--- src/rtl/disparity_to_point_xyz_assert.svh ---
// ----------------------------------------------------------------------------
// disparity_to_point_xyz assertion macros
// Shorthand for clocked implications checked outside of reset.
// ----------------------------------------------------------------------------
`ifndef DISPARITY_TO_POINT_XYZ_ASSERT_SVH
`define DISPARITY_TO_POINT_XYZ_ASSERT_SVH

// same-cycle implication
`define DXYZ_ASSERT_NOW(lbl, ante, cons, msg) \
    lbl: assert property (@(posedge i_clk) disable iff (!i_rst_n) (ante) |-> (cons)) \
        else $error(msg);

// implication after a fixed number of cycles
`define DXYZ_ASSERT_AFTER(lbl, ante, dly, cons, msg) \
    lbl: assert property (@(posedge i_clk) disable iff (!i_rst_n) \
        (ante) |-> ##(dly) (cons)) else $error(msg);

`endif

--- src/rtl/dxyz_pkg.sv ---
// ----------------------------------------------------------------------------
// dxyz_pkg
// Shared types and constants of the disparity to point converter.
// ----------------------------------------------------------------------------
package dxyz_pkg;

    localparam int unsigned CFG_W     = 16;
    localparam int unsigned REG_IDX_W = 3;
    localparam int unsigned Q_W       = 32;
    localparam int unsigned DIV_LAT   = Q_W + 1;
    localparam int unsigned LATENCY   = DIV_LAT + 4;

    typedef enum logic [REG_IDX_W-1:0] {
        REG_SHIFT = 3'd0,
        REG_BASE  = 3'd1,
        REG_FX    = 3'd2,
        REG_FY    = 3'd3,
        REG_CX    = 3'd4,
        REG_CY    = 3'd5
    } t_reg_idx;

    localparam logic [CFG_W-1:0] RST_SHIFT = 16'd17440;
    localparam logic [CFG_W-1:0] RST_BASE  = 16'd4915;
    localparam logic [CFG_W-1:0] RST_FX    = 16'd9280;
    localparam logic [CFG_W-1:0] RST_FY    = 16'd9280;
    localparam logic [CFG_W-1:0] RST_CX    = 16'd5120;
    localparam logic [CFG_W-1:0] RST_CY    = 16'd3840;

    typedef struct packed {
        logic vld;
        logic pv;
        logic neg_x;
        logic neg_y;
        logic fy_nz;
    } t_meta;

endpackage

--- src/rtl/dxyz_cell.sv ---
// ----------------------------------------------------------------------------
// dxyz_cell
// One restoring division step: shift in a numerator bit, subtract if it fits.
// ----------------------------------------------------------------------------
module dxyz_cell #(
    parameter int unsigned DW = 24
) (
    input  logic                      i_clk,
    input  logic [DW-1:0]             i_rem,
    input  logic [dxyz_pkg::Q_W-1:0]  i_num,
    input  logic [DW-1:0]             i_den,
    input  logic [dxyz_pkg::Q_W-1:0]  i_quo,
    input  logic                      i_ovf,
    output logic [DW-1:0]             o_rem,
    output logic [dxyz_pkg::Q_W-1:0]  o_num,
    output logic [DW-1:0]             o_den,
    output logic [dxyz_pkg::Q_W-1:0]  o_quo,
    output logic                      o_ovf
);

    logic [DW:0]   w_sh;
    logic [DW:0]   w_diff;
    logic          w_ge;
    logic [DW-1:0] n_rem;

    logic [DW-1:0]            r_rem;
    logic [dxyz_pkg::Q_W-1:0] r_num;
    logic [DW-1:0]            r_den;
    logic [dxyz_pkg::Q_W-1:0] r_quo;
    logic                     r_ovf;

    always_comb begin
        w_sh   = {i_rem, i_num[dxyz_pkg::Q_W-1]};
        w_diff = w_sh - {1'b0, i_den};
        w_ge   = (w_sh >= {1'b0, i_den});
        n_rem  = w_ge ? w_diff[DW-1:0] : w_sh[DW-1:0];
    end

    always_ff @(posedge i_clk) begin
        r_rem <= n_rem;
        r_num <= {i_num[dxyz_pkg::Q_W-2:0], 1'b0};
        r_den <= i_den;
        r_quo <= {i_quo[dxyz_pkg::Q_W-2:0], w_ge};
        r_ovf <= i_ovf;
    end

    assign o_rem = r_rem;
    assign o_num = r_num;
    assign o_den = r_den;
    assign o_quo = r_quo;
    assign o_ovf = r_ovf;

endmodule

--- src/rtl/dxyz_div.sv ---
// ----------------------------------------------------------------------------
// dxyz_div
// Pipelined rounding divider: floor((2*mag + den) / (2*den)), 32 quotient
// bits from a chain of division cells, with an overflow flag.
// ----------------------------------------------------------------------------
module dxyz_div #(
    parameter int unsigned MAG_W = 39,
    parameter int unsigned DEN_W = 22
) (
    input  logic                      i_clk,
    input  logic [MAG_W-1:0]          i_mag,
    input  logic [DEN_W-1:0]          i_den,
    output logic [dxyz_pkg::Q_W-1:0]  o_quo,
    output logic                      o_ovf
);

    localparam int unsigned QW  = dxyz_pkg::Q_W;
    localparam int unsigned NPW = ((MAG_W > DEN_W) ? MAG_W : DEN_W) + 2;
    localparam int unsigned DW  = DEN_W + 1;
    localparam int unsigned HW  = NPW - QW;
    localparam int unsigned CW  = (HW > DW) ? HW : DW;

    logic [NPW-1:0] w_np;
    logic [DW-1:0]  w_dp;
    logic [HW-1:0]  w_hi;
    logic           w_ovf;

    logic [DW-1:0] w_rem [QW+1];
    logic [QW-1:0] w_num [QW+1];
    logic [DW-1:0] w_den [QW+1];
    logic [QW-1:0] w_quo [QW+1];
    logic          w_ov  [QW+1];

    logic [DW-1:0] r_rem;
    logic [QW-1:0] r_num;
    logic [DW-1:0] r_den;
    logic          r_ovf;

    always_comb begin
        w_np  = NPW'({i_mag, 1'b0}) + NPW'(i_den);
        w_dp  = {i_den, 1'b0};
        w_hi  = w_np[NPW-1:QW];
        w_ovf = (CW'(w_hi) >= CW'(w_dp));
    end

    always_ff @(posedge i_clk) begin
        r_rem <= DW'(w_hi);
        r_num <= w_np[QW-1:0];
        r_den <= w_dp;
        r_ovf <= w_ovf;
    end

    assign w_rem[0] = r_rem;
    assign w_num[0] = r_num;
    assign w_den[0] = r_den;
    assign w_quo[0] = '0;
    assign w_ov[0]  = r_ovf;

    for (genvar g = 0; g < QW; g++) begin : g_cell
        dxyz_cell #(.DW(DW)) u_cell (
            .i_clk (i_clk),
            .i_rem (w_rem[g]),
            .i_num (w_num[g]),
            .i_den (w_den[g]),
            .i_quo (w_quo[g]),
            .i_ovf (w_ov[g]),
            .o_rem (w_rem[g+1]),
            .o_num (w_num[g+1]),
            .o_den (w_den[g+1]),
            .o_quo (w_quo[g+1]),
            .o_ovf (w_ov[g+1])
        );
    end

    assign o_quo = w_quo[QW];
    assign o_ovf = w_ov[QW];

endmodule
--- config.mk ---
export PLATFORM = sky130hd
export DESIGN_NAME = dxyz_div
export DESIGN_NICKNAME = d
export VERILOG_FILES = /design/src/rtl/disparity_to_point_xyz_assert.svh /design/src/rtl/dxyz_pkg.sv /design/src/rtl/dxyz_cell.sv /design/src/rtl/dxyz_div.sv
export SDC_FILE = /design/constraint.sdc
export NUM_CORES = 2
export LEC_CHECK = 0
export ABC_AREA = 1
export BUFFER_PORTS_ARGS = -buffer_cell sky130_fd_sc_hd__buf_2
export CORE_ASPECT_RATIO = 1.4
export CORE_MARGIN = 2
export CORE_UTILIZATION = 45
export DETAILED_ROUTE_END_ITERATION = 12
export PLACE_DENSITY_LB_ADDON = 0.08
export SKIP_CTS_REPAIR_TIMING = 1
export SLEW_MARGIN = 20
export SYNTH_ARGS = -nofsm -noshare
export SYNTH_HDL_FRONTEND = slang
export SYNTH_SLANG_ARGS = --single-unit
--- constraint.sdc ---
create_clock -name i_clk -period 2.1 [get_ports i_clk]
set_input_delay 0.105 -clock i_clk [delete_from_list [all_inputs] [get_ports i_clk]]
set_output_delay 0.105 -clock i_clk [all_outputs]
set_load 0.1 [all_outputs]
==> results.yml <==
status:
  status: "finished with violations"
  violations: "hold timing, setup timing"
timing:
  drv_slew: 0
  fmax_mhz: 474
  finalSetupTns_ns: -0.00843
  whs_ns: -0.0283
  rsz0062_at_grt: "yes"
  setup_violations: 1
  fin_crit_sh: 1.00
  period_minus_slack_ns: 2.11
  setup_slack_ns: -0.00843
  worst_pin_slew_ns: 0.575
  fin_skew_ns: 0.0595
  slew_headroom: 0.619
  hold_violations: 2
floorplan:
  dieWidth_um: 423
  die_h_um: 590
  ios: 95
  fp.coreArea_mm2: 0.245
  dieArea_mm2: 0.250
  fp-row-count: 215
  start_util: 0.452
routing:
  antenna_left: 0
  vias: 99400
  wl_um: 376000
  drc_errors: 0
  drt-initial-drc-count: 4957
  routedWlPerCell_um: 18.6
  vias_per_cell: 4.91
  drtPass1Iterations: 6
placement:
  dpl.cell_count: 19600
  portBuffers: 94
  place_worst_setup_slack_ns: -0.584
  dpl.hpwl_um: 302000
  gp_congestion: 0.987
  place_area_mm2: 0.129
synth:
  avgSynthCellArea_um2: 7.62
  yosysUniqueCellTypes: 48
  syn_area_mm2: 0.110
  syn_nets: 15300
  ys_seq_area_frac: 0.450
  yosysWarnings: 0
  netlist_instances: 14500
  synth_edf_count: 0
  synth_flop_cell: "dfxtp_1"
  synth_async_sr_flop_share: 0
  ys_ff_latch: 2483
worst_setup_path:
  max_stage_delay_ns: 0.36
  cp_num_buf_inv: 2
  cpMaxStageDelayCell: "dfxtp_2"
  cp.required_ns: 2.89
  critPathKind: "reg2reg"
  critPathCaptureType: "flop"
  cpMostUsedCell: "nand2_1"
  critPathTopFamily: "simple AND/OR/NAND/NOR gates"
  rr_endpoint: "g_cell[25].u_cell.o_rem[2]$_DFF_P_"
  reg2regPathDepth: 11
  reg2reg_slack_ns: -0.008
  critPathArrivalTime_ns: 2.90
  cp-start-kind: "flop"
  cp_max_fo: 7
  rr_startpoint: "g_cell[24].u_cell.o_den[4]$_DFF_P_"
  path_cells: "inv_1 > ha_1 > nand2_1 > nor2_2 > nand3_2 > nor2_1 > nand2_1 > nand4_4 > clkbuf_16 > nand2_1 > o21ai_1"
power_and_ir_drop:
  p_leak_nw: 75.2
  p_per_area_mw_per_mm2: 1430
  ir_drop_mv: 0.854
final_layout:
  n_fill_cell: 22200
  drive_gt1_frac: 0.263
  syn2layout_area_growth_pct: 33.9
  seqCellArea_mm2: 0.0504
  mostFrequentLayoutCells: "nand2_1, inv_1, dfxtp_1"
  stdcell_area_mm2: 0.148
  multi_input_area_mm2: 0.0567
  layout.cells.non_filler: 20300
  layout_commonest_cell: "nand2_1"
  nNetsFinal: 17600
job:
  max_cap_violations: 0
grt:
  overflow: 0
  grt_max_degree: 36
  grt_pass1_vias: 98600
  track_usage: 0.282
  antenna_found_initial: 7
  grt_pass1_wl_um: 544000
clock_tree:
  clk_latency_ns: 0.92
  ctsHtreeMaxLevel: 4
  cts_root_buffer: "clkbuf_16"
  clockBufferDepth: 4
  cts_tree: "built"
  path_clk_slew_ns: 0.07
  numCtsBuffers: 234
  cts_sinks: 2483
worst_hold_path:
  min_to: "r_rem[1]$_DFF_P_"
  hold_class: "in2reg"
  min-delay-start: "i_mag[21]"
  whs_path_depth: 6
synth_stat cells, types with 13 or more instances:
| library cell | count | share of area |
|---|---|---|
| o21ai_1 | 244 | 0.011 |
| buf_2 | 26 | 0.0012 |
| nand4_4 | 23 | 0.0044 |
| inv_2 | 39 | 0.0013 |
| a21oi_2 | 19 | 0.0015 |
| ha_1 | 719 | 0.081 |
| nand2_2 | 57 | 0.0032 |
| nand2_1 | 4046 | 0.14 |
| buf_1 | 13 | 0.00044 |
| inv_1 | 2640 | 0.090 |
| nand3_1 | 705 | 0.032 |
| o21ai_2 | 71 | 0.0056 |
| o21bai_1 | 85 | 0.0058 |
| nand3_2 | 41 | 0.0037 |
| nand4_1 | 551 | 0.031 |
| dfxtp_1 | 2483 | 0.45 |
| nor3_1 | 90 | 0.0041 |
| nor2_2 | 40 | 0.0023 |
| nand3b_1 | 76 | 0.0052 |
| xor2_1 | 275 | 0.022 |
| xnor2_1 | 88 | 0.0070 |
| nor2_1 | 928 | 0.032 |
| o21ai_0 | 342 | 0.015 |
| o21a_1 | 30 | 0.0020 |
| clkbuf_1 | 42 | 0.0014 |
| a21oi_1 | 595 | 0.027 |
| buf_6 | 44 | 0.0045 |
| fa_1 | 32 | 0.0058 |
| nand4_2 | 18 | 0.0020 |
| and2_1 | 39 | 0.0022 |
| buf_4 | 38 | 0.0026 |
flip-flops by register name, summed over array words and instances (netlist names):
name / cells
g_cell.u_cell.o_num: 495
r_ovf: 1
r_den: 21
r_num: 32
g_cell.u_cell.o_quo: 528
r_rem: 9
g_cell.u_cell.o_den: 652
g_cell.u_cell.o_rem: 713
g_cell.u_cell.o_ovf: 32
tightest hold or removal path: cells and delay by family:
kind	cells	cell delay (ns)
simple gates	4	0.37
buf+inv	1	0.17
compound gates	1	0.21
metrics by stage:
stage          hold WS, ns  utilization  power, W
6_report           -0.0283        0.605     0.212
5_1_grt           -0.00314        0.605     0.226
4_1_cts             -0.774        0.561     0.200
3_5_place_dp         0.252        0.528     0.156
3_3_place_gp         0.243        0.528     0.155
2_1_floorplan        0.133            -     0.116
power by group:
part           total (W)  leakage (nW)  switching, W  internal [W]
Clock             0.0440          3.91        0.0187        0.0252
Combinational      0.102          50.4        0.0573        0.0448
Sequential        0.0661          20.8       0.00798        0.0581
Total              0.212          75.2        0.0840         0.128
area by class of cell:
| class | count | share of cell area |
|---|---|---|
| Multi-Input combinational cell | 9160 | 0.383 |
| Sequential cell | 2483 | 0.341 |
| Timing Repair Buffer | 2257 | 0.126 |
| Inverter | 2680 | 0.0681 |
| Clock buffer | 299 | 0.0440 |
| Tap cell | 3255 | 0.0275 |
| Clock inverter | 124 | 0.0105 |
| Antenna cell | 9 | 0.000152 |
per-layer routing:
metal | vias to the layer above | GRT usage | share of wire
li1 | 50200 | - | -
met1 | 45900 | 0.266 | 0.35
met2 | 2282 | 0.556 | 0.54
met3 | 1119 | 0.0245 | 0.027
met4 | 2 | 0.211 | 0.090
met5 | - | 0 | 0.000035
cell families (layout without fill, tap and decap cells):
kind of cell    after synthesis  in the layout  synth area share
xor+xnor                    363            363            0.0288
simple gates               6650           6652             0.263
other cells                   0              9                 0
flops                      2483           2483             0.450
compound gates             1394           1394            0.0690
buf+inv                    2852           5360             0.102
fa+ha+maj                   751            751            0.0872
worst max-delay path by stage:
stage	from	end	cells after the start
after floorplan	i_mag[0]	r_ovf$_DFF_P_	19
after global placement	i_den[14]	r_ovf$_DFF_P_	20
after detailed placement	i_den[20]	r_ovf$_DFF_P_	18
after CTS	g_cell[16].u_cell.o_den[15]$_DFF_P_	g_cell[17].u_cell.o_rem[8]$_DFF_P_	13
after global routing	g_cell[18].u_cell.o_den[18]$_DFF_P_	g_cell[19].u_cell.o_rem[5]$_DFF_P_	12
final	g_cell[24].u_cell.o_den[4]$_DFF_P_	g_cell[25].u_cell.o_rem[2]$_DFF_P_	11
(Power assumes the default switching activity.)
